<file path="src/design/gmcp_pkg.sv">
// Shared constants and types for the grid minimum cost path block.
// No dependencies.
package gmcp_pkg;

  localparam int MAX_COLS_DEF    = 1024;
  localparam int MAX_ROWS_DEF    = 1024;
  localparam int COST_WIDTH_DEF  = 16;
  localparam int OUT_WIDTH       = 27;
  localparam int CFG_DATA_WIDTH  = 11;
  localparam int CFG_INDEX_WIDTH = 2;
  localparam int QUEUE_DEPTH     = 2;

  localparam logic [CFG_INDEX_WIDTH-1:0] REG_ROW_COUNT = CFG_INDEX_WIDTH'(0);
  localparam logic [CFG_INDEX_WIDTH-1:0] REG_COL_COUNT = CFG_INDEX_WIDTH'(1);

  typedef struct packed {
    logic first_row;
    logic first_col;
    logic last;
  } cell_flags_t;

endpackage

</file>
<file path="src/design/gmcp_queue.sv">
// Small register FIFO between the front end and the back end.
// Depends on gmcp_pkg for the default depth.
module gmcp_queue #(
  parameter int WIDTH = 8,
  parameter int DEPTH = gmcp_pkg::QUEUE_DEPTH
) (
  input  logic             clk,
  input  logic             rst,
  input  logic             push,
  input  logic [WIDTH-1:0] push_data,
  output logic             full,
  input  logic             pop,
  output logic             not_empty,
  output logic [WIDTH-1:0] pop_data
);
  import gmcp_pkg::*;

  localparam int PW = (DEPTH > 1) ? $clog2(DEPTH) : 1;
  localparam int NW = $clog2(DEPTH + 1);

  logic [WIDTH-1:0] entries [DEPTH];
  logic [PW-1:0]    wr_ptr;
  logic [PW-1:0]    rd_ptr;
  logic [NW-1:0]    count;

  assign full      = (count == NW'(DEPTH));
  assign not_empty = (count != '0);
  assign pop_data  = entries[rd_ptr];

  always_ff @(posedge clk) begin
    if (push) begin
      entries[wr_ptr] <= push_data;
    end
  end

  always_ff @(posedge clk) begin
    if (rst) begin
      wr_ptr <= '0;
      rd_ptr <= '0;
      count  <= '0;
    end else begin
      if (push) begin
        wr_ptr <= (wr_ptr == PW'(DEPTH - 1)) ? '0 : wr_ptr + PW'(1);
      end
      if (pop) begin
        rd_ptr <= (rd_ptr == PW'(DEPTH - 1)) ? '0 : rd_ptr + PW'(1);
      end
      if (push && !pop) begin
        count <= count + NW'(1);
      end else if (pop && !push) begin
        count <= count - NW'(1);
      end
    end
  end

endmodule

</file>
<file path="config.mk">
export PLATFORM = sky130hd
export DESIGN_NAME = gmcp_queue
export DESIGN_NICKNAME = d
export VERILOG_FILES = /design/src/design/gmcp_pkg.sv /design/src/design/gmcp_queue.sv
export SDC_FILE = /design/constraint.sdc
export NUM_CORES = 1
export LEC_CHECK = 0
export ABC_CLOCK_PERIOD_IN_PS = 2680
export BUFFER_PORTS_ARGS = -buffer_cell sky130_fd_sc_hd__clkbuf_2
export CAP_MARGIN = 40
export CORE_ASPECT_RATIO = 1.2
export CORE_UTILIZATION = 30
export CTS_BUF_LIST = sky130_fd_sc_hd__clkbuf_8
export CTS_CLUSTER_SIZE = 10
export DETAILED_ROUTE_END_ITERATION = 8
export PLACE_DENSITY = 0.61
export SLEW_MARGIN = 40
export SYNTH_ARGS = -nofsm -noshare
export SYNTH_HDL_FRONTEND = slang
export SYNTH_SLANG_ARGS = --single-unit
</file>
<file path="constraint.sdc">
create_clock -name clk -period 2.68 [get_ports clk]
set_input_delay 0.134 -clock clk [delete_from_list [all_inputs] [get_ports clk]]
set_output_delay 0.134 -clock clk [all_outputs]
set_load 0.01 [all_outputs]
</file>
# ---- Word-level counts from Yosys, hierarchy flattened
# Memories as Yosys holds them, arrays and structs flattened. A register that Yosys moved wholly into a read port is not among the register bits.
# Index checks and enable logic that the tools add are counted.
dict set report op_classes {
  addsub 4
  n_eq_ne 1
  muxes 8
  reduce_logical 6
}
# operator count
set ops {}
lappend ops {{$mux W1} 6}
lappend ops {{$mux W2} 2}
lappend ops {{$reduce_bool A2 Y1} 2}
lappend ops {{$add A1 B1 Y1 const B} 2}
lappend ops {{$add A2 B1 Y2 const B} 1}
lappend ops {{$eq A2 B2 Y1 const B} 1}
lappend ops {{$logic_and A1 B1 Y1} 2}
lappend ops {{$logic_not A1 Y1} 2}
lappend ops {{$sub A2 B1 Y2 const B} 1}
dict set report word_totals {
  regBits 4
  ramBits 16
  in_bits 12
  output_inout_bits 10
  wordCells 23
  memories 1
}
# memory depth word_bits read_ports rd_ports_with_merged_regs wr line
set mem_list {}
lappend mem_list {entries 2 8 1 1 1 gmcp_queue.sv:21} ;# logic [WIDTH-1:0] entries [DEPTH];

# ---- Longest topological paths before layout
# Gate-level depths: netlist of the first run.
dict set report depth {
  depth_word 4
  ltp_mapped 5
  depth_no_buf 5
}

# ---- Worst setup path after synthesis of the first run
# No wires, ideal clock.
dict set report synth_timing {
  path_kind {register -> register}
  start {register wr_ptr}
  end {memory entries[0][0], enable pin}
  setup_ns 0.373
  t_arrival_ns 0.715
  required_time_ns 2.307
  slack_ns 1.592
  path_stages_with_launch 2
  path_buffers 0
  synth_period_minus_slack_ns 1.088
  path_cell_list {dfxtp_1 nor2b_1}
}
# item line
set synth_lines {}
lappend synth_lines {{start: declaration} gmcp_queue.sv:22} ;# logic [PW-1:0] wr_ptr;
lappend synth_lines {{start signal: assignment} gmcp_queue.sv:43} ;# wr_ptr <= (wr_ptr == PW'(DEPTH - 1)) ? '0 : wr_ptr + PW'(1);
lappend synth_lines {{end: declaration} gmcp_queue.sv:21}
# Straight into the memory's write port.

==> results.ini, run 1 <==
[status]
status=complete, no violations

[cts]
cts.hold.buffers_added=0
clk-insertion-delay-late_ns=0.25
cts_max_path_buffers=2
cts_sinks=21
cts-htree-levels=1
cts.reportedPaths.clkPinSlew_ns=0.07
tritoncts.num_buffers=3
cts_resized=0
tritoncts=done
cts_root_buf=sky130_fd_sc_hd__clkbuf_8
cts.repair_timing.setup_buffer_count=0

[worst_setup_path]
worstSetupPathDepth=2
critical_path.slowest_cell=sky130_fd_sc_hd__dfxtp_1
critPathArrivalTime_ns=1.30
crit_path_cell_trace=mux2_2, clkbuf_2
buf_inv_on_cp=1
crit_path_max_delay_family=flip-flops
reg2regPathDepth=1
reg2reg_to=entries[0][3]
criticalPathCategory=register to output port
cp_data_required_time_ns=2.55
critical_path.endpoint_type=output port
crit_fanout=8
worst_setup_path_start_kind=register
minimum_setup_slack_among_reg_to_reg_paths_ns=1.45
r2r_start=wr_ptr
critical-path-max-stage-delay_ns=0.54

[synthesis]
share_of_flip_flops_with_an_asynchronous_set_or_reset_after_synthesis=0
synth_ff_type=sky130_fd_sc_hd__edfxtp_1
synth_cell_types=16
synth_top_cell_by_area=sky130_fd_sc_hd__edfxtp_1
synth.most_common_cell=sky130_fd_sc_hd__edfxtp_1
post_synth_top_cells=sky130_fd_sc_hd__edfxtp_1 (16), sky130_fd_sc_hd__mux2_2 (8), sky130_fd_sc_hd__dfxtp_1 (5), sky130_fd_sc_hd__nor2_1 (4)
total_of_flip_flops_plus_latches_after_synthesis=21
syn_avg_cell_area_um2=16.7
synth-seq-area-share=0.739
netlist_area_um2=786
yosysWarningCount=0
synth_top_area_share=0.611
synthesized_instance_count=47
synth_area_leaders=sky130_fd_sc_hd__edfxtp_1 (61%), sky130_fd_sc_hd__dfxtp_1 (13%), sky130_fd_sc_hd__mux2_2 (11%)
synth_fp_nets=60
number_of_enable_flip_flop_cells_after_synthesis=16

[placed_design]
dpl.hpwl_um=769
instance_area_at_placement_um2=925
port_buf_inserts=21
gp_congestion=0.589

[job]
timing.max_cap.violations=0

[sta]
rsz_0062_raised_after_global_routing=no
tightestPinTransition_ns=0.679
finalSetupViolCount=0
final.min_clock_period_ns=1.44
fin_tns_setup_ns=0
achievable-frequency_ghz=0.696
timing.hold.ws_ns=0.0697
timing.final.crit_share=0.536
maxSlewViolCount=0
relSlewSlack=0.547
skew_ns=0.00313
finalHoldViolCount=0

[route]
route.final.wire_length_mm=1.08
viasPerCell=4.29
first_pass_iters=3
route.detailed.wl_per_inst_um=10.5
first_iter_violations=5
ant_nets=0
detail_route.drc_violations=0
vias=438

[grt]
number_of_global_route_vias_before_repair=418
grt_max_degree=13
grt_first_pass_wirelength_mm=1.86
grt_antenna_before_repair=0
grtUsageTotal=0.0901
globalRoute.totalOverflow=0

[power_and_ir_drop]
leakage_nw=0.390
p_per_area_nw_per_um2=693
worst_ir_drop_vdd_mv=0.330

[finish]
num_antenna_cells=0
layout_cell_share_with_drive_strength_beyond_1=0.493
design.final.nets=85
filler_cell_count_in_the_final_layout=251
growth_of_design_area_from_synthesis_to_finish_pct=23.6
finalInstanceArea_um2=971

[die]
die_area_um2=2830
fp.coreArea_um2=2380
die_height_um=58.1
io_pins=22
die_wd_um=48.7
initial_utilization=0.331
std_cell_rows=19

[hold_path]
min-delay-start=push_data[6]
number_of_stages_on_the_worst_hold_path=1
hold_path_class=primary input to register
hold_end=entries[1][6]

[registers in the layout (all words and copies together) (netlist names), named ones only]
| register | count |
|---|---|
| count | 2 |
| wr_ptr | 1 |
| rd_ptr | 1 |
| entries | 16 |
[layer usage]
layer,up-vias,routed length (µm),part of all wire,track usage
li1,216,-,-,-
met3,0,60,0.056,0.0236
met1,205,478,0.44,0.115
met2,17,536,0.50,0.145
met5,-,0,0,0
met4,0,0,0,0.0378
[stage by stage]
stage                     total power [mW]   util  setup slack (ns)  std cells
after CTS                            0.683  0.408              1.21        102
after global placement               0.483  0.389              1.45         98
after detailed placement             0.484  0.389              1.45         98
after global routing                 0.712  0.408              1.15        102
final                                0.672  0.408              1.24        102
after floorplan                      0.449      -              1.59         47
[layout make-up]
type	count	area [µm²]	area share
Sequential cell	21	581	0.598
Timing Repair Buffer	21	105	0.108
Inverter	1	3.75	0.00387
Multi-Input combinational cell	24	196	0.202
Clock inverter	1	5.00	0.00515
Tap cell	31	38.8	0.0399
Clock buffer	3	41.3	0.0425
[layout by cell type (no fill, tap or decap)]
cell type,instances
sky130_fd_sc_hd__xnor2_1,2
sky130_fd_sc_hd__and2_1,1
sky130_fd_sc_hd__ha_1,1
sky130_fd_sc_hd__o21ai_0,1
sky130_fd_sc_hd__mux2_2,8
sky130_fd_sc_hd__clkinv_2,1
sky130_fd_sc_hd__and2b_2,1
sky130_fd_sc_hd__nor2_1,4
sky130_fd_sc_hd__edfxtp_1,16
sky130_fd_sc_hd__or3_1,1
sky130_fd_sc_hd__nor2b_1,1
sky130_fd_sc_hd__dfxtp_1,5
sky130_fd_sc_hd__a21oi_1,1
sky130_fd_sc_hd__clkbuf_2,21
sky130_fd_sc_hd__or2_2,1
sky130_fd_sc_hd__clkbuf_8,3
sky130_fd_sc_hd__inv_1,1
sky130_fd_sc_hd__xor2_1,2
[power by group]
group	internal (mW)	switching (mW)
Sequential	0.376	0.0132
Clock	0.103	0.0935
Combinational	0.0459	0.0409
[cells by family after synthesis]
kind of cell / share of synthesized area
AND/OR/NAND/NOR: 0.0621
AO/OA/AOI/OAI: 0.0127
XOR/XNOR: 0.0446
flip-flops: 0.739
adder cells (fa/ha/maj): 0.0159
buffers and inverters: 0.0111
multiplexers: 0.115
[worst max path at each step]
| stage | startpoint | end | slack (ns) |
|---|---|---|---|
| detailed placement | wr_ptr | entries[0][2] | 1.45 |
| global route | register | pop_data[5] | 1.15 |
| CTS | register | pop_data[1] | 1.21 |
| global placement | wr_ptr | entries[0][3] | 1.45 |
| finish | register | pop_data[1] | 1.24 |
| floorplan | wr_ptr | entries[0][0] | 1.59 |
Note: power is estimated with default switching activity, not from simulation.
==> run 2: changes to the inputs <==
--- a/config.mk
+++ b/config.mk
@@ -5,7 +5,7 @@
 export SDC_FILE = /design/constraint.sdc
 export NUM_CORES = 1
 export LEC_CHECK = 0
-export ABC_CLOCK_PERIOD_IN_PS = 2680
+export ABC_CLOCK_PERIOD_IN_PS = 1290
 export BUFFER_PORTS_ARGS = -buffer_cell sky130_fd_sc_hd__clkbuf_2
 export CAP_MARGIN = 40
 export CORE_ASPECT_RATIO = 1.2
@@ -13,7 +13,7 @@
 export CTS_BUF_LIST = sky130_fd_sc_hd__clkbuf_8
 export CTS_CLUSTER_SIZE = 10
 export DETAILED_ROUTE_END_ITERATION = 8
-export PLACE_DENSITY = 0.61
+export PLACE_DENSITY = 0.63
 export SLEW_MARGIN = 40
 export SYNTH_ARGS = -nofsm -noshare
 export SYNTH_HDL_FRONTEND = slang
==> constraint.sdc (replaced) <==
create_clock -name clk -period 1.29 [get_ports clk]
set_input_delay 0.0645 -clock clk [delete_from_list [all_inputs] [get_ports clk]]
set_output_delay 0.0645 -clock clk [all_outputs]
set_load 0.01 [all_outputs]
==> run 2 against run 1 <==
Effect of this change: critical path type unchanged; die area is the same; core utilization increased by 3.0 points; flip-flop and latch count unchanged; critical path depth unchanged; highest routed layer is now met4; combinational power rose by 130%; via count rose by 6.8%; sequential share of layout area down 3.7 points; largest cell class unchanged; first-iteration DRC count is 60% lower; sequential power grew 110%; cell count grew 6.9%.
==> results.ini, run 2 (synthesized netlist as in run 1, its figures left out) <==
[status]
status=complete, no violations

[worst_setup_path]
crit_path_cell_trace=mux2_2, clkbuf_2
buf_inv_on_cp=1
critical-path-max-stage-delay_ns=0.41
worst_setup_path_start_kind=register
critical_path.endpoint_type=output port
criticalPathCategory=register to output port
critPathArrivalTime_ns=1.15
crit_path_max_delay_family=flip-flops
cp_data_required_time_ns=1.23
crit_fanout=8
critical_path.slowest_cell=sky130_fd_sc_hd__dfxtp_4

[finish]
mostFrequentLayoutCell=sky130_fd_sc_hd__clkbuf_2
filler_cell_count_in_the_final_layout=249
growth_of_design_area_from_synthesis_to_finish_pct=32.6
layout_cell_share_with_drive_strength_beyond_1=0.474
area.sequential_um2=584
largest_register_ff_count=16
largest_registers=entries x16, count x2
num_antenna_cells=0
multi_input_area_um2=196
design.final.nets=92
regMostFlops=entries
mostFrequentLayoutCells=sky130_fd_sc_hd__clkbuf_2 (21), sky130_fd_sc_hd__edfxtp_1 (16), sky130_fd_sc_hd__mux2_2 (8)

[route]
drt-met1-wl_um=534
route.met2.wl_um=593
detail_route.drc_violations=0
ant_nets=0
route.final.wire_length_mm=1.21
met3RoutedLength_um=66
route.detailed.wl_per_inst_um=11.1
viasPerCell=4.29
first_pass_iters=3
vias=468
top_signal_layer_used=met4
first_iter_violations=2

[sta]
final.min_clock_period_ns=1.21
achievable-frequency_ghz=0.827
timing.final.crit_share=0.938
fin_tns_setup_ns=0
rsz_0062_raised_after_global_routing=no
tightestPinTransition_ns=0.387
timing.hold.ws_ns=0.00560
skew_ns=0.00287
maxSlewViolCount=0
relSlewSlack=0.742
finalSetupViolCount=0
finalHoldViolCount=0

[die]
die_area_um2=2830
die_height_um=58.1
std_cell_rows=19
die_wd_um=48.7
fp.coreArea_um2=2380
initial_utilization=0.331
io_pins=22

[cts]
tritoncts=done
cts_root_buf=sky130_fd_sc_hd__clkbuf_8
cts_sinks=21
cts-htree-levels=1
cts.repair_timing.setup_buffer_count=0
cts.reportedPaths.clkPinSlew_ns=0.07
cts_max_path_buffers=2
tritoncts.num_buffers=3
clk-insertion-delay-late_ns=0.25

[placed_design]
dpl.hpwl_um=802
gp_congestion=0.645
port_buf_inserts=21

[grt]
grt_antenna_before_repair=0
grt_first_pass_wirelength_mm=2.02
number_of_global_route_vias_before_repair=460
grt_max_degree=13
globalRoute.totalOverflow=0
grtUsageTotal=0.0985

[hold_path]
hold_path_class=primary input to register

[power_and_ir_drop]
worst_ir_drop_vdd_mv=0.639
p_per_area_nw_per_um2=1360
leakage_nw=0.421

[job]
timing.max_cap.violations=0

==> run 2: changes by cell type in the layout (fill, tap and decap cells not counted) <==
| cell | before | now |
|---|---|---|
| sky130_fd_sc_hd__buf_4 | 0 | 1 |
| sky130_fd_sc_hd__dfxtp_1 | 5 | 4 |
| sky130_fd_sc_hd__dfxtp_4 | 0 | 1 |
| sky130_fd_sc_hd__dlygate4sd3_1 | 0 | 6 |
==> run 2: stage by stage <==
stage	power, mW	instances	util	cell area, µm²	worst slack [ns]
global placement	1.01	99	0.392	932	0.195
CTS	1.44	108	0.433	1030	0.0202
detailed placement	1.01	99	0.392	932	0.180
finish	1.42	109	0.438	1040	0.0803
floorplan	0.933	47	-	786	0.202
global route	1.48	109	0.438	1040	0.0348
==> run 2: cell type report <==
class                      instances  area share
multi-input combinational         24       0.188
timing repair buffer              28       0.166
tap                               31      0.0372
inverter                           1     0.00360
clock buffer                       3      0.0396
clock inverter                     1     0.00480
sequential                        21       0.561
==> run 2: worst paths after layout <==
check        cells after the start       endpoint          from  slack, ns
max                              2    pop_data[5]      register       0.08
min reg2reg                      2       count[1]      count[1]       0.50
max reg2reg                      1  entries[1][1]        wr_ptr       0.21
min                              1  entries[0][0]  push_data[0]      0.006
==> run 2: what timing repair did <==
item,CTS,global route
cloned,0,0
setup endpoints to repair,8,8
endpoints found under the hold margin,10,2
gates resized for setup,1,1
hold buffers,5,1
==> run 2: report_power, final <==
group / switching, mW / total (mW) / internal [mW]
Combinational: 0.0892 / 0.200 / 0.111
Clock: 0.194 / 0.409 / 0.214
Sequential: 0.0282 / 0.810 / 0.782
==> run 2: per-layer routing <==
metal	GRT usage	up-vias
li1	-	230
met1	0.115	216
met2	0.167	20
met3	0.0184	2
met4	0.0630	0
met5	0	-
