[config.mk]
export PLATFORM = sky130hd
export DESIGN_NAME = gmcp_front
export DESIGN_NICKNAME = d
export VERILOG_FILES = /design/src/design/gmcp_pkg.sv /design/src/design/gmcp_front.sv
export SDC_FILE = /design/constraint.sdc
export NUM_CORES = 1
export LEC_CHECK = 0
export ABC_CLOCK_PERIOD_IN_PS = 2100
export BUFFER_PORTS_ARGS = -buffer_cell sky130_fd_sc_hd__clkbuf_2
export CORE_MARGIN = 2
export CORE_UTILIZATION = 49
export CTS_BUF_LIST = sky130_fd_sc_hd__clkbuf_4 sky130_fd_sc_hd__clkbuf_8
export DETAILED_ROUTE_END_ITERATION = 8
export GPL_TIMING_DRIVEN = 0
export PLACE_DENSITY = 0.78
export RECOVER_POWER = 25
export SETUP_SLACK_MARGIN = 0.05
export SLEW_MARGIN = 15
export SYNTH_ARGS = -nofsm -noshare
export SYNTH_HDL_FRONTEND = slang
export SYNTH_SLANG_ARGS = --single-unit
[constraint.sdc]
create_clock -name clk -period 2.1 [get_ports clk]
set_input_delay 0 -clock clk [delete_from_list [all_inputs] [get_ports clk]]
set_output_delay 0 -clock clk [all_outputs]
set_load 0.02 [all_outputs]
[src/design/gmcp_pkg.sv]
// Shared constants and types for the grid minimum cost path block.
// No dependencies.
package gmcp_pkg;

  localparam int MAX_COLS_DEF    = 1024;
  localparam int MAX_ROWS_DEF    = 1024;
  localparam int COST_WIDTH_DEF  = 16;
  localparam int OUT_WIDTH       = 27;
  localparam int CFG_DATA_WIDTH  = 11;
  localparam int CFG_INDEX_WIDTH = 2;
  localparam int QUEUE_DEPTH     = 2;

  localparam logic [CFG_INDEX_WIDTH-1:0] REG_ROW_COUNT = CFG_INDEX_WIDTH'(0);
  localparam logic [CFG_INDEX_WIDTH-1:0] REG_COL_COUNT = CFG_INDEX_WIDTH'(1);

  typedef struct packed {
    logic first_row;
    logic first_col;
    logic last;
  } cell_flags_t;

endpackage

[src/design/gmcp_front.sv]
// Front end: configuration registers, cell acceptance and position tracking.
// Tags each accepted cell with its column and row/column edge flags.
// Depends on gmcp_pkg.
module gmcp_front #(
  parameter int MAX_ROWS   = gmcp_pkg::MAX_ROWS_DEF,
  parameter int MAX_COLS   = gmcp_pkg::MAX_COLS_DEF,
  parameter int COST_WIDTH = gmcp_pkg::COST_WIDTH_DEF
) (
  input  logic                                          clk,
  input  logic                                          rst,
  input  logic                                          cfg_valid,
  output logic                                          cfg_ready,
  input  logic [gmcp_pkg::CFG_INDEX_WIDTH-1:0]          cfg_index,
  input  logic [gmcp_pkg::CFG_DATA_WIDTH-1:0]           cfg_data,
  input  logic                                          cell_valid,
  output logic                                          cell_stall,
  input  logic signed [COST_WIDTH-1:0]                  cell_cost,
  input  logic                                          q_full,
  output logic                                          q_push,
  output logic signed [COST_WIDTH-1:0]                  q_cost,
  output logic [((MAX_COLS > 1) ? $clog2(MAX_COLS) : 1)-1:0] q_col,
  output gmcp_pkg::cell_flags_t                         q_flags
);
  import gmcp_pkg::*;

  localparam int CW = (MAX_COLS > 1) ? $clog2(MAX_COLS) : 1;
  localparam int RW = (MAX_ROWS > 1) ? $clog2(MAX_ROWS) : 1;

  logic [CW-1:0] col_pos;
  logic [RW-1:0] row_pos;
  logic [CW-1:0] col_last;
  logic [RW-1:0] row_last;
  logic [CW-1:0] col_last_next;
  logic [RW-1:0] row_last_next;
  logic          cfg_we;
  logic          set_rows;
  logic          set_cols;
  logic          col_end;
  logic          row_end;

  assign cfg_ready  = 1'b1;
  assign cfg_we     = cfg_valid && cfg_ready;
  assign cell_stall = q_full;
  assign q_push     = cell_valid && !q_full;
  assign q_cost     = cell_cost;
  assign q_col      = col_pos;

  assign col_end = (col_pos == col_last);
  assign row_end = (row_pos == row_last);

  always_comb begin
    q_flags.first_row = (row_pos == '0);
    q_flags.first_col = (col_pos == '0);
    q_flags.last      = col_end && row_end;
  end

  always_comb begin
    set_rows = 1'b0;
    set_cols = 1'b0;
    unique case (cfg_index)
      REG_ROW_COUNT: set_rows = cfg_we;
      REG_COL_COUNT: set_cols = cfg_we;
      default: ;
    endcase
  end

  // Clamp the count to 1..MAX and hold it as a last index
  always_comb begin
    if (cfg_data == '0) begin
      row_last_next = '0;
      col_last_next = '0;
    end else begin
      if (32'(cfg_data) > MAX_ROWS) begin
        row_last_next = RW'(MAX_ROWS - 1);
      end else begin
        row_last_next = RW'(cfg_data - CFG_DATA_WIDTH'(1));
      end
      if (32'(cfg_data) > MAX_COLS) begin
        col_last_next = CW'(MAX_COLS - 1);
      end else begin
        col_last_next = CW'(cfg_data - CFG_DATA_WIDTH'(1));
      end
    end
  end

  always_ff @(posedge clk) begin
    if (rst) begin
      row_last <= '0;
      col_last <= '0;
      row_pos  <= '0;
      col_pos  <= '0;
    end else if (set_rows || set_cols) begin
      if (set_rows) begin
        row_last <= row_last_next;
      end
      if (set_cols) begin
        col_last <= col_last_next;
      end
      row_pos <= '0;
      col_pos <= '0;
    end else if (q_push) begin
      if (col_end) begin
        col_pos <= '0;
        row_pos <= row_end ? '0 : row_pos + RW'(1);
      end else begin
        col_pos <= col_pos + CW'(1);
      end
    end
  end

endmodule

After elaboration in Yosys (flattened, before gate mapping)
Index checks and enable logic that the tools add are counted.

operators by class
  multiplexer cells = 6
  add/sub/neg operators = 3
  $lt $le $gt $ge = 1
  reductions and logical operators = 12
  equality and inequality tests = 3

operators by type and width
  kind                                                                   number
  10-bit two-way mux                                                     4
  10-bit by 1-bit adder with 10-bit output, second input constant        2
  10-bit equality test                                                   2
  10-bit logical NOT                                                     2
  11-bit greater-than comparator, second input constant                  1
  11-bit logical NOT                                                     1
  10-bit by 1-bit subtractor with 10-bit output, second input constant   1
  2-bit AND reduction                                                    3
  2-bit by 1-bit equality test with 1-bit output, second input constant  1
  1-bit logical AND                                                      2
  2-bit logical NOT                                                      1
  1-bit two-way mux                                                      2
  2-bit OR reduction                                                     1
  1-bit logical NOT                                                      1
  1-bit logical OR                                                       1

storage, ports and cells
  output and inout port bits = 32
  register bits = 40

Logic depth before layout (Yosys ltp)
Gate-level depths: netlist (run 1).

  depth after elaboration = 4
  gate-level depth with buffers = 8
  depth with buffers taken out = 7

Least setup slack after synthesis (run 1)
Ideal clock, no wire load.

  path type = register to register
  from = register col_pos[8], in the netlist q_col[8]
  to = register row_pos[5]
  period minus slack after synthesis = 2.225 ns
  data required time = 2.004 ns
  path slack = -0.125 ns
  arrival = 2.130 ns
  library setup time = 0.096 ns
  stages on the path, launching flop included = 7
  cell sequence = dfxtp_1 xor2_1 or4_4 or4_4 buf_6 nand2b_4 o41ai_2

on the way
  word-level cells in the longest chain between the ends = 2

RTL lines
  element                               RTL line           text
  start, declared                       gmcp_front.sv:29   logic [CW-1:0] col_pos;
  start signal, assigned                gmcp_front.sv:106  col_pos <= col_pos + CW'(1);
  10-bit equality test                  gmcp_front.sv:48   assign col_end = (col_pos == col_last);
  2-bit AND reduction (no source line)  --
  end signal, assigned                  gmcp_front.sv:104  row_pos <= row_end ? '0 : row_pos + RW'(1);
  end, declared                         gmcp_front.sv:30   logic [RW-1:0] row_pos;

Every way passes these cells.
A chain may end at the register's enable or synchronous reset.

==> key figures, run 1 <==
Place
  • Port-buffer cells: 46
  • Placement Cell Area: 0.002804 sq mm
  • Placer congestion estimate: 0.7964
  • DP Cell Count: 417
  • Final HPWL from detailed placement: around 4.5 mm

GRT
  • Residual overflow from global routing: 0
  • First-pass GRT wire length: approximately 9.6 mm
  • Pin count of the biggest net entering global routing: 14
  • Initial antenna violation count: 0
  • Total track usage: 21.84%
  • Vias in the first global route: around 2,100

Route
  • Drt wl/cell: 13.84 microns
  • Routed metal-1 wire length: 2.640 mm
  • Detail Route met3 WL: 302 microns
  • Via total after detailed routing: 2,379
  • Length of routed met2 wiring: a little under 3 mm
  • First-pass DRT Iterations: 4
  • Via density: 5.494
  • Final routed wirelength across all metal layers: 5.992 mm
  • DRC violations left: 0
  • Number of nets with antenna violations after routing: 0
  • Highest Signal Layer: met4
  • Drt initial violations: 169

Die
  • Ports: 66
  • Starting density of the core: just over 50%
  • Die X-Extent: 75.16 microns
  • Total Die Area: ~0.0056 sq mm
  • Area of the core: ~0.0048 sq mm
  • Cell Rows: 25
  • Overall die height: 75.16 microns

Synth
  • Synthesis Warnings: 0
  • Synthesized net count: 343
  • Average footprint of a synthesized cell: 8.162 sq um
  • Area fraction of the dominant cell type after synthesis: around a third
  • Post-synthesis instance area: about 0.0025 sq mm
  • Mapped Cells: between 300 and 400
  • Fraction of registers with async set or reset after synthesis: 0%
  • Number of distinct library cells after synthesis: 45
  • Top area cells in the synthesized netlist: sky130_fd_sc_hd__dfxtp_1 (32%), sky130_fd_sc_hd__xor2_1 (7.8%), sky130_fd_sc_hd__a211oi_1 (5.4%)
  • Fraction of the yosys area taken by sequential cells: 32.27%
  • Number of enable-type register cells in the synthesized netlist: 0
  • Count of state elements after synthesis: 40
  • Cell taking the most area after synthesis: sky130_fd_sc_hd__dfxtp_1
  • Top_reg_cell synth: sky130_fd_sc_hd__dfxtp_1

Layout
  • Antenna diodes: 0
  • Total non-filler cell area in the finished layout: between 0.002 and 0.003 sq mm
  • Final standard cell count with taps included and fillers excluded: approximately 430
  • Share of layout cells above drive strength 1: 25.68%
  • NumNets Final: 404
  • Area added between synthesis and finish: 20.68%

Power and ir drop
  • Static leakage power: 1.307 nW
  • Worst vdd ir: 0.0002466 V
  • Power density over the cells: roughly 560 mW/mm^2
  • Post-layout total power: roughly 1.7 mW

STA
  • Worst slew pin tran: 1115 ps
  • Total of endpoints with negative setup slack in the final report: 8
  • Max transition margin: 24.97%
  • Share of the clock period used by the worst path after layout: 104.2%
  • Worst-case setup margin in the final layout: -89.10 ps
  • Top achievable clock speed: between 400 and 500 MHz
  • Shortest clock period the worst path allows after layout: 2189 ps
  • Final number of max-transition violations: 0
  • Unrepaired setup endpoints after global routing: true
  • Count of final hold-check violations: 0
  • Maximum clock skew at final layout: ~3.7 ps

Clock network
  • Hold buffer count at cts: 0
  • TritonCTS clock tree: built
  • Num Clock Sinks: 40
  • Insertion delay of the later-clocked pin in the worst-skew pair: 300 ps
  • Number of clock buffers inserted by TritonCTS: 5
  • Clock Path Buffers: 2
  • H-Tree Depth: 2
  • Clock-pin slew of the registers on the worst-case setup and hold paths: 70 ps
  • Cell chosen for the clock root: sky130_fd_sc_hd__clkbuf_8

Worst hold path
  • Type of the tightest min-delay check: primary input to register

Setup path
  • Type of origin of the critical path: register
  • Arr. time, crit path: 2190 ps
  • Worst-path fanout max: 3
  • Kind of capture point of the worst setup path: primary output
  • CP Data Required Time: about 2100 ps
  • Classification of the worst setup path: register to primary output

Job
  • Max-cap violation count: 0

Status
  • Run status: finished with violations
  • Failing checks: setup timing
[through the flow]
step                      TNS (ps)  hold slack (ps)  setup WS, ps  util [%]
after floorplan             -60.85            112.6        -14.39         -
after global placement      -813.5            224.5        -198.3     58.21
after detailed placement     -1261            225.4        -255.0     58.21
after CTS                   -360.5            22.94        -70.43     61.35
after global routing         -1204            38.48        -163.5     62.16
final                       -479.4            35.39        -89.10     62.16
[registers in the layout, summed over array words and instances (netlist names)]
name      flops
row_pos      10
col_last     10
q_col        10
row_last     10
[layer usage]
layer | global-route usage, % | vias to the layer above
met1 | 28.44 | 1105
met5 | 0 | -
li1 | - | 1194
met2 | 36.74 | 70
met4 | 6.238 | 0
met3 | 4.418 | 10
[Yosys cell counts, types with 9 or more instances]
library cell,n
sky130_fd_sc_hd__a211oi_1,18
sky130_fd_sc_hd__a21oi_1,9
sky130_fd_sc_hd__and3_1,12
sky130_fd_sc_hd__buf_4,18
sky130_fd_sc_hd__clkbuf_1,13
sky130_fd_sc_hd__dfxtp_1,40
sky130_fd_sc_hd__inv_1,11
sky130_fd_sc_hd__nand2_1,17
sky130_fd_sc_hd__nand3_1,14
sky130_fd_sc_hd__nor2_1,35
sky130_fd_sc_hd__nor3_1,9
sky130_fd_sc_hd__nor4_1,10
sky130_fd_sc_hd__xor2_1,22
[path summary, 6_finish.rpt]
path | start | depth (start not counted) | endpoint | slack, ps
max | col_last[8] | 7 | q_flags[0] | -90
min | cfg_index[0] | 3 | col_last[9] | 40
max reg2reg | col_last[8] | 6 | row_pos[0] | -70
min reg2reg | col_last[5] | 2 | col_last[5] | 490
[cells in the final DEF (no fill, tap or decap), types with 3 or more instances in the layout]
cell type	netlist	routed
sky130_fd_sc_hd__o21ai_0	8	6
sky130_fd_sc_hd__inv_1	11	11
sky130_fd_sc_hd__ha_1	5	5
sky130_fd_sc_hd__a32oi_1	5	5
sky130_fd_sc_hd__nand3_1	14	14
sky130_fd_sc_hd__nor2_1	35	34
sky130_fd_sc_hd__a211oi_1	18	18
sky130_fd_sc_hd__nand2_1	17	16
sky130_fd_sc_hd__buf_6	1	3
sky130_fd_sc_hd__dfxtp_1	40	34
sky130_fd_sc_hd__dfxtp_2	0	5
sky130_fd_sc_hd__or4_4	2	3
sky130_fd_sc_hd__xor2_1	22	22
sky130_fd_sc_hd__nor4_1	10	10
sky130_fd_sc_hd__o41ai_2	4	4
sky130_fd_sc_hd__clkbuf_1	13	27
sky130_fd_sc_hd__and3_1	12	12
sky130_fd_sc_hd__xnor2_1	7	7
sky130_fd_sc_hd__nand3b_1	5	5
sky130_fd_sc_hd__buf_4	18	24
sky130_fd_sc_hd__nor2b_1	4	4
sky130_fd_sc_hd__clkbuf_2	0	31
sky130_fd_sc_hd__clkbuf_8	0	5
sky130_fd_sc_hd__nor3_1	9	8
sky130_fd_sc_hd__nand4_1	4	4
sky130_fd_sc_hd__a21oi_1	9	9
[cell families (layout without fill, tap and decap cells)]
group / after synthesis / in the layout / synth area share, %
muxes: 2 / 2 / 0.8573
other: 1 / 1 / 0.1511
xor gates and xnor gates: 29 / 29 / 10.24
DFF: 40 / 40 / 32.27
and+or+nand+nor: 129 / 129 / 27.74
AOI/OAI and AO/OA: 52 / 52 / 15.88
buffers and inverters: 45 / 107 / 9.935
adders and majority gates: 6 / 6 / 2.925
[what timing repair did]
action | 4_1_cts | 5_1_grt
pin swaps | 2 | 2
resized for setup | 7 | 11
setup buffers | 5 | 2
cloned | 1 | 0
endpoints found under the hold margin | 0 | 0
setup endpoints to repair | 18 | 20
[cell type report]
class                   instances  area [sq um]
clock inverters                 2         15.01
plain buffers                  34         205.2
fillers                       477          1823
well taps                      67         83.83
inverters                      11         41.29
repair buffers                 54         282.8
clock buffers                   6         76.32
flip-flops and latches         40         810.8
multi-input cells             219          1479
[power by group]
group | total, mW | switching (mW) | leakage, nW | internal [mW]
clock network | 0.525 | 0.275 | 0.0491 | 0.250
registers | 0.798 | 0.0193 | 0.328 | 0.779
logic | 0.361 | 0.204 | 0.930 | 0.157
[critical path: stages, from the launching register on]
cell and delay [ps]:
sky130_fd_sc_hd__dfxtp_2 340, sky130_fd_sc_hd__xor2_1 170, sky130_fd_sc_hd__or4_4 540, sky130_fd_sc_hd__buf_4 160
sky130_fd_sc_hd__buf_6 110, sky130_fd_sc_hd__or3_4 350, sky130_fd_sc_hd__nor2_4 110, sky130_fd_sc_hd__buf_6 110
(Power assumes the default switching activity.)
==> run 2: changes to the inputs <==
MAX_ROUTING_LAYER = met4   (was not set)
==> key figures, run 2 (synthesized netlist as in run 1, its figures left out) <==
Route
  • Via total after detailed routing: 2,383 (was 2,379)
  • DRC violations left: 0 (unchanged)
  • Via density: 5.503 (was 5.494)
  • Final routed wirelength across all metal layers: 6.045 mm (was 5.992 mm)
  • Drt initial violations: 166 (was 169)
  • Number of nets with antenna violations after routing: 0 (unchanged)
  • Drt wl/cell: 13.96 microns (was 13.84 microns)
  • First-pass DRT Iterations: 4 (unchanged)

GRT
  • Residual overflow from global routing: 0 (unchanged)
  • Vias in the first global route: 2,122 (was 2,129)
  • Pin count of the biggest net entering global routing: 14 (unchanged)
  • Initial antenna violation count: 0 (unchanged)
  • Total track usage: 22.54% (was 21.84%)
  • First-pass GRT wire length: 9.570 mm (was 9.556 mm)

STA
  • Final number of max-transition violations: 0 (unchanged)
  • Hold_ws: 35.73 ps (was 35.39 ps)
  • Top achievable clock speed: 456.6 MHz (was 456.8 MHz)
  • Worst-case setup margin in the final layout: -90.10 ps (was -89.10 ps)
  • Maximum clock skew at final layout: 3.251 ps (was 3.728 ps)
  • Shortest clock period the worst path allows after layout: 2190 ps (was 2189 ps)
  • Count of final hold-check violations: 0 (unchanged)
  • Max transition margin: 25.23% (was 24.97%)
  • Unrepaired setup endpoints after global routing: true (unchanged)
  • Total of endpoints with negative setup slack in the final report: 8 (unchanged)
  • Worst slew pin tran: 1111 ps (was 1115 ps)
  • Share of the clock period used by the worst path after layout: 104.3% (was 104.2%)

Power and ir drop
  • Post-layout total power: 1.686 mW (was 1.685 mW)
  • Static leakage power: 1.307 nW (unchanged)
  • Power density over the cells: 563.0 mW/mm^2 (was 562.7 mW/mm^2)
  • Worst vdd ir: 0.0002452 V (was 0.0002466 V)

Setup path
  • Launch point of the worst reg-to-reg path: col_last[8] (unchanged)
  • CP Data Required Time: 2100 ps (about the same)
  • Classification of the worst setup path: register to primary output (unchanged)
  • Critical path cell sequence: xor2_1, or4_4, buf_4, buf_6, or3_4, nor2_4, buf_6 (unchanged)
  • Number of buffers and inverters on the critical path: 3 (unchanged)
  • Crit path max-delay cell type: sky130_fd_sc_hd__or4_4 (unchanged)
  • Launch point of the worst path: col_last[8] (unchanged)
  • Critical Path Most Common Cell: sky130_fd_sc_hd__buf_6 (unchanged)
  • Worst-path fanout max: 3 (unchanged)
  • Cell family with most CP delay: simple AND/OR/NAND/NOR gates (unchanged)
  • Arr. time, crit path: 2190 ps (about the same)
  • Type of origin of the critical path: register (unchanged)
  • Peak per-stage delay on the critical path: 540 ps (about the same)
  • Kind of capture point of the worst setup path: primary output (unchanged)

Place
  • Placer congestion estimate: 0.8078 (was 0.7964)
  • Placement Cell Area: 0.002804 sq mm (unchanged)
  • Port-buffer cells: 46 (unchanged)
  • DP Cell Count: 417 (unchanged)
  • Final HPWL from detailed placement: 4.462 mm (unchanged)

Clock network
  • Cell chosen for the clock root: sky130_fd_sc_hd__clkbuf_8 (unchanged)
  • TritonCTS clock tree: built (unchanged)
  • Clock Path Buffers: 2 (unchanged)
  • Num Clock Sinks: 40 (unchanged)
  • Clock-pin slew of the registers on the worst-case setup and hold paths: 70 ps (about the same)
  • Number of clock buffers inserted by TritonCTS: 5 (unchanged)
  • H-Tree Depth: 2 (unchanged)
  • Insertion delay of the later-clocked pin in the worst-skew pair: 300 ps (about the same)

Status
  • Run status: finished with violations (unchanged)
  • Failing checks: setup timing (unchanged)

Layout
  • NumNets Final: 404 (unchanged)
  • Antenna diodes: 0 (unchanged)
  • Total non-filler cell area in the finished layout: 0.002994 sq mm (unchanged)
  • Share of layout cells above drive strength 1: 25.68% (unchanged)
  • Commonest cells after routing, fill and taps aside: sky130_fd_sc_hd__nor2_1 (34), sky130_fd_sc_hd__dfxtp_1 (34), sky130_fd_sc_hd__clkbuf_2 (31) (unchanged)
  • Utilization of the core after routing: 62.16% (unchanged)
  • Area added between synthesis and finish: 20.68% (unchanged)
  • Final standard cell count with taps included and fillers excluded: 433 (unchanged)

Die
  • Cell Rows: 25 (unchanged)
  • Die X-Extent: 75.16 microns (unchanged)
  • Ports: 66 (unchanged)
  • Starting density of the core: 51.51% (unchanged)
  • Total Die Area: 0.005649 sq mm (unchanged)
  • Area of the core: 0.004817 sq mm (unchanged)
  • Overall die height: 75.16 microns (unchanged)

Job
  • Max-cap violation count: 0 (unchanged)

Worst hold path
  • Type of the tightest min-delay check: primary input to register (unchanged)
  • Hold wc startpoint: cfg_index[0] (unchanged)
-- run 2: cell counts in the layout (fill, tap and decap cells not counted) --
Identical to the previous run, type by type.
-- run 2: stage by stage --
stage               TNS [ps]  setup slack (ps)
global placement      -813.5            -198.3
global route           -1204            -163.5
detailed placement     -1261            -255.0
floorplan             -60.85            -14.39
finish                -526.3            -90.10
CTS                   -360.5            -70.43
-- run 2: cell type report --
class	instances	area, sq um
Multi-Input combinational cell	219	1479
Buffer	34	205.2
Clock inverter	2	15.01
Clock buffer	6	76.32
Sequential cell	40	810.8
Tap cell	67	83.83
Inverter	11	41.29
Timing Repair Buffer	54	282.8
Fill cell	477	1823
-- run 2: tightest hold or removal path: stages --
cell	delay, ps
sky130_fd_sc_hd__clkbuf_2	110
sky130_fd_sc_hd__nand2_1	90
sky130_fd_sc_hd__o21ai_0	80
-- run 2: final timing paths --
kind / slack (ps) / endpoint / depth (start not counted)
max: -90 / q_flags[0] / 7
min: 40 / col_last[9] / 3
max reg2reg: -80 / row_pos[6] / 6
min reg2reg: 490 / col_last[5] / 2
-- run 2: layer usage --
layer	vias up	wire [microns]	global-route usage [%]
met2	63	2914	36.65
met3	10	248	4.150
met5	-	0	-
li1	1189	-	-
met4	0	124	6.238
met1	1121	2757	28.77
-- run 2: report_power, final --
group / switching, mW / internal, mW / total [mW]
registers: 0.0195 / 0.779 / 0.799
clock network: 0.276 / 0.250 / 0.526
logic: 0.205 / 0.157 / 0.362
-- run 2: repair_timing --
item	CTS	global route
hold buffers	0	0
gates resized for setup	7	11
pin swaps	2	2
endpoints found under the setup margin	18	20
gates cloned	1	0
setup buffers	5	2
==> run 3: changes to the inputs <==
ABC_CLOCK_PERIOD_IN_PS = 1900   (was 2100)
CORE_ASPECT_RATIO = 0.9   (was not set)
clock period = 1.9 ns   (was 2.1 ns; I/O delays follow)
==> key figures, run 3 (synthesized netlist as in run 1, its figures left out) <==
Clock network
  • Clock-pin slew of the registers on the worst-case setup and hold paths: 80 ps (was 70 ps)
  • TritonCTS clock tree: built (unchanged)
  • Cell chosen for the clock root: sky130_fd_sc_hd__clkbuf_8 (unchanged)
  • Hold buffer count at cts: 0 (unchanged)
  • H-Tree Depth: 2 (unchanged)
  • Num Clock Sinks: 40 (unchanged)
  • Clock Path Buffers: 2 (unchanged)
  • Number of clock buffers inserted by TritonCTS: 5 (unchanged)
  • Insertion delay of the later-clocked pin in the worst-skew pair: 300 ps (about the same)

STA
  • Top achievable clock speed: roughly 450 MHz
  • Total of endpoints with negative setup slack in the final report: 21 (was 8)
  • Unrepaired setup endpoints after global routing: true (unchanged)
  • Maximum clock skew at final layout: 8.744 ps (was 3.251 ps)
  • Share of the clock period used by the worst path after layout: 115.9%
  • Shortest clock period the worst path allows after layout: 2203 ps
  • Count of final hold-check violations: 0 (unchanged)
  • Max transition margin: 27.75% (was 25.23%)
  • Final number of max-transition violations: 0 (unchanged)
  • Worst-case setup margin in the final layout: -302.7 ps (was -90.10 ps)
  • Worst slew pin tran: 1074 ps (was 1111 ps)

Worst hold path
  • Type of the tightest min-delay check: primary input to register (unchanged)

Setup path
  • Critical Path Most Common Cell: sky130_fd_sc_hd__or4_4 (was sky130_fd_sc_hd__buf_6)
  • Classification of the worst setup path: register to register (was register to primary output)
  • Number of buffers and inverters on the critical path: 1 (was 3)
  • Cell family with most CP delay: simple AND/OR/NAND/NOR gates (unchanged)
  • CP Data Required Time: 2090 ps (was 2100 ps)
  • Worst-path fanout max: 5 (was 3)
  • Critical path cell sequence: xor2_1, or4_4, or4_4, buf_2, a32oi_2, o41ai_2 (was xor2_1, or4_4, buf_4, buf_6, or3_4, nor2_4, buf_6)
  • Peak per-stage delay on the critical path: 540 ps (about the same)
  • Kind of capture point of the worst setup path: register (was primary output)
  • Crit path max-delay cell type: sky130_fd_sc_hd__or4_4 (unchanged)
  • Arr. time, crit path: 2390 ps (was 2190 ps)
  • Type of origin of the critical path: register (unchanged)

Layout
  • NumNets Final: 407 (was 404)
  • Final standard cell count with taps included and fillers excluded: 434 (was 433)
  • Antenna diodes: 0 (unchanged)
  • Commonest cells after routing, fill and taps aside: sky130_fd_sc_hd__clkbuf_2 (34), sky130_fd_sc_hd__nor2_1 (34), sky130_fd_sc_hd__dfxtp_1 (32) (was sky130_fd_sc_hd__nor2_1 (34), sky130_fd_sc_hd__dfxtp_1 (34), sky130_fd_sc_hd__clkbuf_2 (31))
  • Utilization of the core after routing: 62.58% (was 62.16%)
  • Total non-filler cell area in the finished layout: 0.003044 sq mm (was 0.002994 sq mm)
  • Fillers: 447 (was 477)
  • Area added between synthesis and finish: 22.69% (was 20.68%)
  • Sequential cell area in the final layout: 820.8 sq um (was 810.8 sq um)
  • Combined area of the multi-input logic cells: 0.001493 sq mm (was 0.001479 sq mm)
  • Share of layout cells above drive strength 1: 27.91% (was 25.68%)

Status
  • Run status: finished with violations (unchanged)
  • Failing checks: setup timing (unchanged)

Route
  • DRC violations left: 0 (unchanged)
  • Number of nets with antenna violations after routing: 0 (unchanged)
  • Via total after detailed routing: 2,399 (was 2,383)
  • Drt wl/cell: 13.95 microns (was 13.96 microns)
  • Drt initial violations: 157 (was 166)
  • Via density: 5.528 (was 5.503)
  • First-pass DRT Iterations: 4 (unchanged)
  • Final routed wirelength across all metal layers: 6.056 mm (was 6.045 mm)

Die
  • Die X-Extent: 79.01 microns (was 75.16 microns)
  • Cell Rows: 24 (was 25)
  • Overall die height: 71.51 microns (was 75.16 microns)
  • Ports: 66 (unchanged)
  • Starting density of the core: 51.00% (was 51.51%)
  • Area of the core: 0.004865 sq mm (was 0.004817 sq mm)
  • Total Die Area: 0.005649 sq mm (about the same)

Power and ir drop
  • Static leakage power: 1.348 nW (was 1.307 nW)
  • Internal power: 1.326 mW (was 1.186 mW)
  • Post-layout total power: 1.880 mW (was 1.686 mW)
  • Power density over the cells: 617.6 mW/mm^2 (was 563.0 mW/mm^2)
  • Clk network pwr share: 31.5% (was 31.2%)
  • Switching power: 0.5545 mW (was 0.4998 mW)
  • Worst vdd ir: 0.0002980 V (was 0.0002452 V)
  • Sequential power share: 46.7% (was 47.4%)
  • Net switching share of the total power: 29.49% (was 29.65%)
  • Part of the power in combinational logic: 21.8% (was 21.5%)

Job
  • Max-cap violation count: 0 (unchanged)

GRT
  • Vias in the first global route: 2,134 (was 2,122)
  • Total track usage: 22.92% (was 22.54%)
  • Pin count of the biggest net entering global routing: 13 (was 14)
  • First-pass GRT wire length: 9.956 mm (was 9.570 mm)
  • Initial antenna violation count: 0 (unchanged)
  • Residual overflow from global routing: 0 (unchanged)

Place
  • Port-buffer cells: 46 (unchanged)
  • Placement Cell Area: 0.002801 sq mm (was 0.002804 sq mm)
  • Final HPWL from detailed placement: 4.422 mm (was 4.462 mm)
  • DP Cell Count: 415 (was 417)
  • Post-placement worst setup slack: -402.6 ps (was -255.0 ps)
  • Placer congestion estimate: 0.8563 (was 0.8078)
==> run 3: changes by cell type in the layout (fill, tap and decap cells not counted), sizes merged <==
cell    change
buf         +4
clkbuf      -1
clkinv      +1
inv         -1
==> run 3: cell type report <==
cell class                 instances  area share (%)
buffer                            34           6.782
clock buffer                       6           2.713
clock inverter                     2          0.3288
inverter                          11           1.356
multi-input combinational        219           49.03
sequential                        40           26.96
tap                               65           2.672
timing repair buffer              57           10.15
==> run 3: stage by stage <==
stage	TNS, ps	hold slack [ps]
after floorplan	-2647	112.6
after global placement	-5144	224.7
after detailed placement	-6259	225.0
after CTS	-3721	34.34
after global routing	-5225	66.03
final	-4471	42.10
==> run 3: worst register-to-register path: stages (launching register included) <==
cell	delay, ps
sky130_fd_sc_hd__dfxtp_4	360
sky130_fd_sc_hd__xor2_1	150
sky130_fd_sc_hd__or4_4	540
sky130_fd_sc_hd__or4_4	510
sky130_fd_sc_hd__buf_2	200
sky130_fd_sc_hd__a32oi_2	230
sky130_fd_sc_hd__o41ai_2	90
==> run 3: routing by layer <==
metal	up-vias	part of all wire (%)	wire length (microns)	GRT usage, %
met5	-	0	0	-
met4	0	1.8	109	7.663
met3	11	5.4	325	3.904
met2	67	48	2892	36.25
met1	1119	45	2728	29.92
li1	1202	-	-	-
==> run 3: worst paths after layout <==
path / slack [ps] / from / to / depth (start not counted)
worst min register to register: 490 / col_last[5] / col_last[5] / 2
worst max register to register: -300 / q_col[8] / row_pos[5] / 6
worst min-delay path: 40 / cfg_index[0] / col_last[9] / 3
worst max-delay path: -300 / q_col[8] / row_pos[5] / 6
==> run 3: power groups by stage <==
stage	Clock, mW	Sequential (mW)	Combinational, mW
global route	0.639	0.882	0.443
global placement	0	0.901	0.327
CTS	0.602	0.878	0.376
finish	0.592	0.879	0.409
detailed placement	0	0.902	0.336
floorplan	0	0.898	0.239
==> run 3: timing repair <==
action | 4_1_cts | 5_1_grt
cloned | 1 | 0
buffers inserted | 8 | 2
gates resized for setup | 11 | 15
pin swaps | 3 | 2
endpoints found under the setup margin | 23 | 23
